==> src/hw/rtl/pte_pkg.sv <==
// shared types and constants of the planar tile edit engine
package pte_pkg;

    localparam int TileCount = 256;
    localparam int TileBits  = $clog2(TileCount);
    localparam int AddrBits  = TileBits + 4;

    typedef enum logic [3:0] {
        OP_SET   = 4'd0,
        OP_GET   = 4'd1,
        OP_SWAP  = 4'd2,
        OP_FILL  = 4'd3,
        OP_HFLIP = 4'd4,
        OP_VFLIP = 4'd5,
        OP_DOWN  = 4'd6,
        OP_UP    = 4'd7,
        OP_LEFT  = 4'd8,
        OP_RIGHT = 4'd9,
        OP_COPY  = 4'd10,
        OP_PASTE = 4'd11,
        OP_WBYTE = 4'd12,
        OP_RBYTE = 4'd13,
        OP_NOP14 = 4'd14,
        OP_NOP15 = 4'd15
    } t_op;

    // classified command between front and back
    typedef struct packed {
        t_op           op;
        logic          skip;
        logic [7:0]    tile;
        logic [2:0]    px;
        logic [2:0]    py;
        logic [1:0]    ca;
        logic [1:0]    cb;
        logic [3:0]    bi;
        logic [7:0]    bd;
    } t_cmd;

    typedef struct packed {
        logic [1:0] color;
        logic [7:0] value;
    } t_res;

    typedef enum logic [2:0] {
        ST_IDLE,
        ST_LOAD,
        ST_WAIT,
        ST_WORK,
        ST_STORE,
        ST_DONE
    } t_state;

    function automatic logic [7:0] rev8(input logic [7:0] v);
        logic [7:0] r;
        for (int j = 0; j < 8; j++) begin
            r[7-j] = v[j];
        end
        return r;
    endfunction

endpackage

==> src/hw/rtl/pte_out.sv <==
// result queue toward the consumer
module pte_out (
    input  logic           i_clk,
    input  logic           i_rst_n,
    input  logic           i_wr,
    input  pte_pkg::t_res  i_res,
    output logic           o_free,
    output logic           o_empty,
    input  logic           i_pop,
    output logic [1:0]     o_pixel_color,
    output logic [7:0]     o_byte_value
);

    logic          r_full;
    pte_pkg::t_res r_res;

    assign o_free        = !r_full;
    assign o_empty       = !r_full;
    assign o_pixel_color = r_res.color;
    assign o_byte_value  = r_res.value;

    // single-entry result buffer
    always_ff @(posedge i_clk) begin
        if (!i_rst_n) begin
            r_full <= 1'b0;
        end else if (i_wr && !r_full) begin
            r_full <= 1'b1;
        end else if (i_pop && r_full) begin
            r_full <= 1'b0;
        end
    end

    always_ff @(posedge i_clk) begin
        if (i_wr && !r_full) r_res <= i_res;
    end

endmodule

==> config.mk <==
export PLATFORM = sky130hd
export DESIGN_NAME = pte_out
export DESIGN_NICKNAME = d
export VERILOG_FILES = /design/src/hw/rtl/pte_pkg.sv /design/src/hw/rtl/pte_out.sv
export SDC_FILE = /design/constraint.sdc
export NUM_CORES = 1
export LEC_CHECK = 0
export BUFFER_PORTS_ARGS = -buffer_cell sky130_fd_sc_hd__buf_2
export CAP_MARGIN = 20
export CELL_PAD_IN_SITES_DETAIL_PLACEMENT = 1
export CELL_PAD_IN_SITES_GLOBAL_PLACEMENT = 1
export CORE_UTILIZATION = 24
export DETAILED_ROUTE_END_ITERATION = 12
export PLACE_DENSITY = 0.66
export SETUP_SLACK_MARGIN = 0.1
export SLEW_MARGIN = 15
export SYNTH_ARGS = -nofsm -noshare
export SYNTH_HDL_FRONTEND = slang
export SYNTH_SLANG_ARGS = --single-unit
==> constraint.sdc <==
create_clock -name i_clk -period 1.45 [get_ports i_clk]
set_clock_uncertainty 0.15 [all_clocks]
set_input_delay 0.145 -clock i_clk [delete_from_list [all_inputs] [get_ports i_clk]]
set_output_delay 0.145 -clock i_clk [all_outputs]
set_load 0.01 [all_outputs]
==> impl_metrics.csv <==
group,metric,value,unit
outcome,outcome,"finished clean",
route,first_pass_iters,2,
route,wl,806,µm
die,core-area,1330,µm²
yosys,yosysUniqueCellTypes,7,
min_path,hp-class,"flip-flop to flip-flop",
cts,clkSlewWorstSetupHoldPaths,0.07,ns
timing,hold_violations,0,
yosys,synthFlopType,"edfxtp_1",
route,drtAntennaViolNets,0,
route,via_per_inst,4.14,
die,core.rowCount,13,
cts,clock_latency,0.26,ns
timing,fin_crit,1.26,ns
yosys,post-synth-top-count-cell,"edfxtp_1",
route,num_vias,302,
timing,worstMarginPinSlew,0.126,ns
yosys,synthArstFlopShare,0,%
yosys,synth_seq_cells,11,
route,wire_per_inst,11.0,µm
layout,fillers,149,
timing,rsz0062_at_grt,"false",
cts,numCtsBuffers,3,
timing,drv_slew,0,
power_and_ir_drop,max-vdd-ir-drop,453,µV
yosys,synthTopCellsByArea,"edfxtp_1 (85%), dfxtp_1 (5.7%), o211a_1 (2.8%), buf_4 (2.1%), nor2b_1 (1.8%)",
cts,clock-sinks,11,
cts,post_cts_buffers,0,
die,die_w,40.3,µm
global_routing,grt_pass1_wl,1080,µm
flow_run,max_cap_viol_count,0,
global_routing,grt_pass1_vias,284,
cts,cts.htree.levels,1,
timing,tns,0,ns
cts,root_buffer,"clkbuf_4",
power_and_ir_drop,power_density,1020,nW/µm²
die,initial_core_util,26.4,%
setup_path,critPathLaunchType,"input pin",
setup_path,timing_worst_setup_path_type,"input pin to flip-flop",
place,port_buffers,25,
die,die-height,40.3,µm
place,place_ws,0.376,ns
global_routing,grt.total_usage,10.9,%
layout,syn_to_final_growth,85.8,%
layout,final_core_util,49.0,%
timing,fmax,793,MHz
global_routing,antenna_found_initial,0,
yosys,synth_top_area_share,85.4,%
cts,postCtsHoldBufs,13,
power_and_ir_drop,switching_share,21.2,%
power_and_ir_drop,p_switching,141,µW
power_and_ir_drop,pwr-share-clk,29.9,%
setup_path,crit_path_max_fanout,10,
yosys,yosysWarnings,0,
route,drc,0,
layout,fin_nets,73,
setup_path,end_kind,"flip-flop",
timing,worst_slack,0.189,ns
power_and_ir_drop,p_leak,0.000294,µW
setup_path,worstPathArrival,1.08,ns
place,place.gp.congestion,0.626,
timing,max_slew_margin,91.6,%
power_and_ir_drop,intPower,524,µW
die,pin_count,26,
layout,final_cell_area,653,µm²
yosys,synth_edf_count,10,
yosys,synthesis.area,352,µm²
yosys,ys_seq_area_share,91.1,%
layout,drive_gt1_share,51.7,%
cts,cts_buffer_depth,2,
yosys,synthCells,16,
yosys,syn_nets,30,
timing,finalSetupViolations,0,
yosys,synth_area_per_cell,22.0,µm²
setup_path,required,1.27,ns
power_and_ir_drop,seqPwrFrac,56.4,%
die,die_area,1620,µm²
power_and_ir_drop,power_frac_comb,13.7,%
cts,cts_tree,"yes",
global_routing,overflow,0,
yosys,synth_top_area_cell,"edfxtp_1",
cts,cts_resized,0,
place,placed_area,495,µm²
timing,post-route-period-util,86.9,%
global_routing,grt_start_max_net_pins,11,
route,drt-initial-drc-count,10,
layout,antennaDiodeCount,0,
==> metal layers <==
layer  vias up  wire (µm)  track usage, %
li1        142          -               -
met1       135        345            11.4
met2        25        374            19.4
met3         0         85            3.89
met4         0          0            5.00
met5         -          0               0
==> power by group through the flow <==
stage          sequential (µW)  combinational, µW  clock (µW)
6_report                   375               91.3         199
5_1_grt                    376                100         229
4_1_cts                    375               91.6         217
3_5_place_dp               382               64.7           0
3_3_place_gp               382               62.9           0
2_1_floorplan              391               15.5           0
==> metrics by stage <==
stage / power [µW] / hold slack (ns) / cells
after CTS: 683 / 0.408 / 73
after global placement: 444 / 0.176 / 56
after floorplan: 407 / 0.0939 / 16
after detailed placement: 447 / 0.174 / 56
after global routing: 706 / 0.439 / 73
final: 665 / 0.401 / 73
==> kinds of logic after synthesis <==
logic type / Yosys count / synth area share [%]
flops: 11 / 91.1
simple gates: 2 / 2.85
buf+inv: 2 / 3.20
compound gates: 1 / 2.85
==> worst max-delay path, stage by stage <==
cell           delay (ns)
dlygate4sd3_1        0.52
buf_2                0.11
nor2b_1              0.12
buf_4                0.19
==> sequential cells by signal, summed over array words and instances (netlist names) <==
name / cells
r_full: 1
o_byte_value: 8
o_pixel_color: 2
==> path summary, 6_finish.rpt <==
check	slack, ns	cells after the start	startpoint	endpoint
worst min-delay path	0.40	2	r_full	r_full
worst min register to register	0.40	2	r_full	r_full
worst max register to register	0.37	2	r_full	o_byte_value[0]
worst max-delay path	0.19	4	i_wr	o_byte_value[0]
==> layout by cell type (no fill, tap or decap), drive strengths merged <==
cell	instances
edfxtp	10
dlygate4sd3	13
nor2b	1
buf	26
clkinv	1
o211a	1
nand2	1
dfxtp	1
inv	1
clkbuf	3
==> layout make-up <==
cell class                 instances  area [µm²]  area share, %
multi-input combinational          3        20.0           3.07
timing repair buffer              39         263           40.2
clock buffer                       3        22.5           3.45
sequential                        11         320           49.0
clock inverter                     1        5.00          0.766
tap                               15        18.8           2.87
inverter                           1        3.75          0.575
No activity file was read; power rests on OpenSTA's default activity.
