## src/hw/rtl/pte_pkg.sv

```systemverilog
// shared types and constants of the planar tile edit engine
package pte_pkg;

    localparam int TileCount = 256;
    localparam int TileBits  = $clog2(TileCount);
    localparam int AddrBits  = TileBits + 4;

    typedef enum logic [3:0] {
        OP_SET   = 4'd0,
        OP_GET   = 4'd1,
        OP_SWAP  = 4'd2,
        OP_FILL  = 4'd3,
        OP_HFLIP = 4'd4,
        OP_VFLIP = 4'd5,
        OP_DOWN  = 4'd6,
        OP_UP    = 4'd7,
        OP_LEFT  = 4'd8,
        OP_RIGHT = 4'd9,
        OP_COPY  = 4'd10,
        OP_PASTE = 4'd11,
        OP_WBYTE = 4'd12,
        OP_RBYTE = 4'd13,
        OP_NOP14 = 4'd14,
        OP_NOP15 = 4'd15
    } t_op;

    // classified command between front and back
    typedef struct packed {
        t_op           op;
        logic          skip;
        logic [7:0]    tile;
        logic [2:0]    px;
        logic [2:0]    py;
        logic [1:0]    ca;
        logic [1:0]    cb;
        logic [3:0]    bi;
        logic [7:0]    bd;
    } t_cmd;

    typedef struct packed {
        logic [1:0] color;
        logic [7:0] value;
    } t_res;

    typedef enum logic [2:0] {
        ST_IDLE,
        ST_LOAD,
        ST_WAIT,
        ST_WORK,
        ST_STORE,
        ST_DONE
    } t_state;

    function automatic logic [7:0] rev8(input logic [7:0] v);
        logic [7:0] r;
        for (int j = 0; j < 8; j++) begin
            r[7-j] = v[j];
        end
        return r;
    endfunction

endpackage

```

## src/hw/rtl/pte_front.sv

```systemverilog
// command intake, classification and short command queue
module pte_front (
    input  logic             i_clk,
    input  logic             i_rst_n,
    input  logic             i_push,
    output logic             o_full,
    input  pte_pkg::t_cmd    i_cmd,
    output logic             o_cmd_valid,
    output pte_pkg::t_cmd    o_cmd,
    input  logic             i_cmd_take
);

    pte_pkg::t_cmd r_q [2];
    logic          r_wp;
    logic          r_rp;
    logic [1:0]    r_cnt;
    pte_pkg::t_cmd w_cls;
    logic          w_wr;
    logic          w_rd;

    // mark out-of-range tiles and unused codes as no-ops
    always_comb begin
        w_cls = i_cmd;
        w_cls.skip = ({1'b0, i_cmd.tile} >= 9'(pte_pkg::TileCount))
                     || (i_cmd.op == pte_pkg::OP_NOP14) || (i_cmd.op == pte_pkg::OP_NOP15);
    end

    assign o_full      = (r_cnt == 2'd2);
    assign o_cmd_valid = (r_cnt != 2'd0);
    assign o_cmd       = r_q[r_rp];
    assign w_wr        = i_push && !o_full;
    assign w_rd        = i_cmd_take && o_cmd_valid;

    // queue pointers
    always_ff @(posedge i_clk) begin
        if (!i_rst_n) begin
            r_wp  <= 1'b0;
            r_rp  <= 1'b0;
            r_cnt <= 2'd0;
        end else begin
            if (w_wr) r_wp <= ~r_wp;
            if (w_rd) r_rp <= ~r_rp;
            r_cnt <= r_cnt + 2'(w_wr) - 2'(w_rd);
        end
    end

    // queue payload
    always_ff @(posedge i_clk) begin
        if (w_wr) r_q[r_wp] <= w_cls;
    end

endmodule

```

## config.mk

```make
export PLATFORM = sky130hd
export DESIGN_NAME = pte_front
export DESIGN_NICKNAME = d
export VERILOG_FILES = /design/src/hw/rtl/pte_pkg.sv /design/src/hw/rtl/pte_front.sv
export SDC_FILE = /design/constraint.sdc
export NUM_CORES = 1
export LEC_CHECK = 0
export ABC_AREA = 1
export BUFFER_PORTS_ARGS = -buffer_cell sky130_fd_sc_hd__buf_2
export CAP_MARGIN = 20
export CORE_MARGIN = 5
export CORE_UTILIZATION = 30
export DETAILED_ROUTE_END_ITERATION = 10
export GPL_TIMING_DRIVEN = 1
export PLACE_DENSITY = 0.61
export SYNTH_ARGS = -nofsm -noshare
export SYNTH_HDL_FRONTEND = slang
export SYNTH_SLANG_ARGS = --single-unit
```

## constraint.sdc

```tcl
create_clock -name i_clk -period 3.8 [get_ports i_clk]
set_clock_uncertainty 0.15 [all_clocks]
set_input_delay 0.76 -clock i_clk [delete_from_list [all_inputs] [get_ports i_clk]]
set_output_delay 0.76 -clock i_clk [all_outputs]
set_load 0.03 [all_outputs]
```

==> results of run 1 <==
## cell type report
cell class / instances / area [sq um] / area share
Inverter: 9 / 33.8 / 0.00941
Multi-Input combinational cell: 60 / 634 / 0.177
Clock buffer: 11 / 131 / 0.0366
Sequential cell: 75 / 2200 / 0.614
Timing Repair Buffer: 78 / 400 / 0.112
Clock inverter: 5 / 20.0 / 0.00558
Tap cell: 133 / 166 / 0.0464
## sequential cells by signal, summed over array words and instances, names as in the netlist, named ones only
name   flops
r_rp       1
r_cnt      2
r_wp       1
r_q       70
## stage by stage
stage                     hold slack, ns  cells  power (mW)  worst slack [ns]  instance area [sq um]
final                              0.357    371        2.40             0.912                   3590
after global routing               0.411    371        2.55             0.769                   3590
after detailed placement           0.348    355        1.95              1.21                   3440
after CTS                          0.365    371        2.45             0.818                   3590
after floorplan                    0.317    148        1.77             0.916                   2930
after global placement             0.332    355        1.94              1.19                   3440
## routing by layer
metal / vias to the layer above / global-route usage / wire length (microns)
met3: 9 / 0.0314 / 352
met1: 738 / 0.102 / 1950
met5: - / 0 / 0
met2: 46 / 0.146 / 2580
met4: 0 / 0.0622 / 85
li1: 724 / - / -
## worst paths after layout
kind	slack, ns	endpoint	startpoint	cells past startpoint
worst max-delay path	0.91	o_cmd[4]	flip-flop	3
worst min-delay path	0.36	flip-flop	r_rp	2
worst max register to register	1.72	r_q[1][28]	r_cnt[0]	5
worst min register to register	0.36	flip-flop	r_rp	2
## power by group through the flow
stage                     clock network (mW)  logic [mW]  registers, mW
after floorplan                            0       0.673           1.10
after global placement                     0       0.807           1.13
after detailed placement                   0       0.814           1.14
after CTS                              0.518       0.815           1.12
after global routing                   0.558       0.855           1.13
final                                  0.490       0.795           1.12
## worst max-delay path, cell delays in order, from the launching register on
cell and delay (ns):
dfxtp_2 0.72, buf_4 0.39, mux2_4 0.33, buf_2 0.18
## layout by cell type (no fill, tap or decap), drive strengths merged
cell type / netlist / final
dfxtp: 5 / 5
inv: 9 / 9
a21oi: 2 / 2
nand2: 9 / 9
mux2: 35 / 35
nand3: 3 / 3
nor2: 8 / 8
clkinv: 0 / 5
buf: 4 / 78
and3: 1 / 1
edfxtp: 70 / 70
clkbuf: 0 / 11
ha: 2 / 2
## kinds of logic (layout without fill, tap and decap cells)
group / count (synthesis) / in the layout / share of synthesized area
and+or+nand+nor: 21 / 21 / 0.0290
adders and majority gates: 2 / 2 / 0.00853
AOI/OAI and AO/OA: 2 / 2 / 0.00341
DFF: 75 / 75 / 0.751
buffers and inverters: 13 / 103 / 0.0358
muxes: 35 / 35 / 0.173
==> impl_metrics.yaml, run 1 <==
power:
  p_int_mw: 1.59
  p_seq_frac: 0.465
  swShare: 0.337
  power.density_nw_per_um2: 669
  p_leak_nw: 1.44
  switchingPower_uw: 809
  combPwrFrac: 0.331
  irDropWorstVdd_mv: 0.277
  p_clk_frac: 0.204
worst_setup_path:
  critical_path_class: "flip-flop to output pin"
  critPathLaunchType: "flip-flop"
  crit_required_ns: 2.89
  cp-end-kind: "output pin"
  path_max_fanout: 20
  cp.arrival_ns: 1.98
finish:
  synthToLayoutAreaGrowth_pct: 22.3
  post-route-util: 0.372
  n_antenna_cell: 0
  fin_nets: 274
  drive_gt1_frac: 0.525
  n_fill_cell: 957
placed_design:
  place_hpwl_microns: 3390
  gp_congestion: 0.620
  portBuffers: 74
clock_network:
  h-tree-depth: 3
  clock_latency_ns: 0.33
  root_buffer: "clkbuf_8"
  cts-resized-gates: 0
  postCtsSetupBuffers: 0
  clk_pin_slew_ns: 0.07
  postCtsHoldBufs: 0
  cts_sinks: 75
  cts_buffer_depth: 2
  cts-buffers-inserted: 9
  cts_tree: "done"
global_routing:
  grt_pass1_vias: 1626
  grt_pass1_wl_microns: 7880
  grt_overflow: 0
  antenna_found_initial: 0
  grt_max_degree: 21
  track_usage: 0.0912
synth:
  synthesis.area_sq_um: 2930
  ys_warn_count: 0
  synth.most_common_cell: "edfxtp_1"
  netlist_top_cells_area: "edfxtp_1, mux2_4, dfxtp_1, buf_12, mux2_2"
  synth_largest_area_cell: "edfxtp_1"
  synthCells: 148
  yosys-top-cells-count: "edfxtp_1, mux2_4, inv_1, nand2_1, nor2_1"
  ys_ff_latch: 75
  ys_seq_area_frac: 0.751
  synth_ff_type: "edfxtp_1"
  synth.distinct_cells: 13
  async_flop_share: 0
  synth_top_area_frac: 0.716
  synth.avg_cell_area_sq_um: 19.8
  synth_fp_nets: 189
  synth-edff-count: 70
sta:
  max_freq_mhz: 346
  maxSlewHeadroom: 0.502
  rsz0062_at_grt: "no"
  finalSetupViolations: 0
  tightest_slew_ns: 0.745
  finalHoldViolations: 0
  fin_crit_ns: 2.89
  final-max-slew-violation-count: 0
  tns_ns: 0
  min_period_over_period: 0.760
detailed_routing:
  vias_per_cell: 4.09
  first_pass_iters: 4
  vias: 1517
  ant_nets: 0
  wl_microns: 4970
  drcViolationCount: 0
  drt_iter0_markers: 42
  wl_per_cell_microns: 13.4
floorplan:
  die-area_sq_um: 11900
  die_y_microns: 109
  die_x_microns: 109
  fp.coreArea_sq_um: 9640
  rows: 36
  initial_core_util: 0.304
  ios: 76
flow_run:
  max_cap_violations: 0
outcome:
  run_status: "finished clean"
min_path:
  hold_path_class: "flip-flop to flip-flop"
(Power assumes the default switching activity.)
==> run 2: changes to the inputs <==
--- a/config.mk
+++ b/config.mk
@@ -12,7 +12,7 @@
 export CORE_UTILIZATION = 30
 export DETAILED_ROUTE_END_ITERATION = 10
 export GPL_TIMING_DRIVEN = 1
-export PLACE_DENSITY = 0.61
+export PLACE_DENSITY = 0.63
 export SYNTH_ARGS = -nofsm -noshare
 export SYNTH_HDL_FRONTEND = slang
 export SYNTH_SLANG_ARGS = --single-unit
==> constraint.sdc (replaced) <==
create_clock -name i_clk -period 2.6 [get_ports i_clk]
set_clock_uncertainty 0.15 [all_clocks]
set_input_delay 0.52 -clock i_clk [delete_from_list [all_inputs] [get_ports i_clk]]
set_output_delay 0.52 -clock i_clk [all_outputs]
set_load 0.03 [all_outputs]
==> impl_metrics.yaml, run 2 (synthesized netlist as in run 1, its figures left out) <==
sta:
  finalHoldViolations: 0
  min_period_over_period: 0.835
  tns_ns: 0
  maxSlewHeadroom: 0.818
  rsz0062_at_grt: "no"
  finalSetupViolations: 0
  fin_ws_ns: 0.429
  fin_crit_ns: 2.17
  max_freq_mhz: 461
  tightest_slew_ns: 0.273
  final-max-slew-violation-count: 0
clock_network:
  root_buffer: "clkbuf_8"
  cts_tree: "done"
  clk_pin_slew_ns: 0.07
  h-tree-depth: 3
  postCtsHoldBufs: 0
  cts_buffer_depth: 2
  cts-resized-gates: 0
  clock_latency_ns: 0.34
  postCtsSetupBuffers: 0
  cts_sinks: 75
  cts-buffers-inserted: 9
detailed_routing:
  wl_microns: 5080
  wl_per_cell_microns: 13.7
  drcViolationCount: 0
  vias: 1506
  first_pass_iters: 4
  vias_per_cell: 4.06
  ant_nets: 0
  drt_iter0_markers: 44
worst_setup_path:
  crit_required_ns: 1.93
  critical_path_class: "flip-flop to output pin"
  path_max_fanout: 35
  cp-end-kind: "output pin"
  critPathLaunchType: "flip-flop"
  cp.arrival_ns: 1.50
finish:
  seq_area_sq_um: 2200
  fin_nets: 275
  final_common_cell: "buf_2"
  multiInputGateArea_sq_um: 634
  n_fill_cell: 942
  n_antenna_cell: 0
  largest_reg_flops: 70
  drive_gt1_frac: 0.542
  max_flop_register: "r_q"
  postLayoutCellArea_sq_um: 3690
  final_cell_mix: "buf_2, edfxtp_1, mux2_4, nand2_1, clkbuf_8"
  reg.largest.list: "r_q (70), r_cnt (2)"
  synthToLayoutAreaGrowth_pct: 25.7
power:
  power_mw: 3.84
  irDropWorstVdd_mv: 0.360
  power.density_nw_per_um2: 1040
  p_leak_nw: 1.47
placed_design:
  place_ws_ns: 0.768
  portBuffers: 74
  place_hpwl_microns: 3450
  gp_congestion: 0.630
  placed_cell_area_sq_um: 3460
floorplan:
  ios: 76
  fp.coreArea_sq_um: 9640
  die_x_microns: 109
  initial_core_util: 0.304
  die-area_sq_um: 11900
  rows: 36
  die_y_microns: 109
global_routing:
  grt_overflow: 0
  grt_pass1_wl_microns: 8020
  grt_pass1_vias: 1663
  track_usage: 0.0925
  grt_max_degree: 36
  antenna_found_initial: 0
flow_run:
  max_cap_violations: 0
outcome:
  run_status: "finished clean"
min_path:
  hold_path_class: "primary input to flip-flop"
## run 2: cell type report
cell class / count / area share
timing repair buffer: 79 / 0.114
multi-input combinational: 60 / 0.172
clock buffer: 9 / 0.0336
tap: 133 / 0.0451
sequential: 75 / 0.598
clock inverter: 6 / 0.0285
inverter: 9 / 0.00916
## run 2: through the flow
stage	hold slack [ns]	std cells	utilization
after global routing	0.187	371	0.383
final	0.218	371	0.383
after global placement	0.331	356	0.359
after detailed placement	0.350	356	0.359
after CTS	0.193	371	0.383
after floorplan	0.317	148	-
## run 2: per-layer routing
layer / part of all wire / global-route usage / routed length (microns)
met1: 0.39 / 0.0948 / 1980
met2: 0.51 / 0.159 / 2570
met3: 0.080 / 0.0403 / 408
met4: 0.023 / 0.0487 / 116
met5: 0 / 0 / 0
## run 2: final timing paths
check                 start          to  slack [ns]  cells past startpoint
hold / removal    i_cmd[27]  r_q[0][27]        0.22                      1
setup reg to reg   r_cnt[0]    r_cnt[1]        0.88                     10
setup / recovery  flip-flop    o_cmd[0]        0.43                      3
hold reg to reg        r_rp   flip-flop        0.37                      2
## run 2: critical path, cell delays in order (launching register included)
cell and delay [ns]:
dfxtp_2 0.34, buf_12 0.26, mux2_2 0.38, buf_2 0.18
## run 2: power by group
part	switching (mW)	internal (mW)
clock	0.403	0.626
sequential	0.0547	1.53
combinational	0.751	0.473
total	1.21	2.63
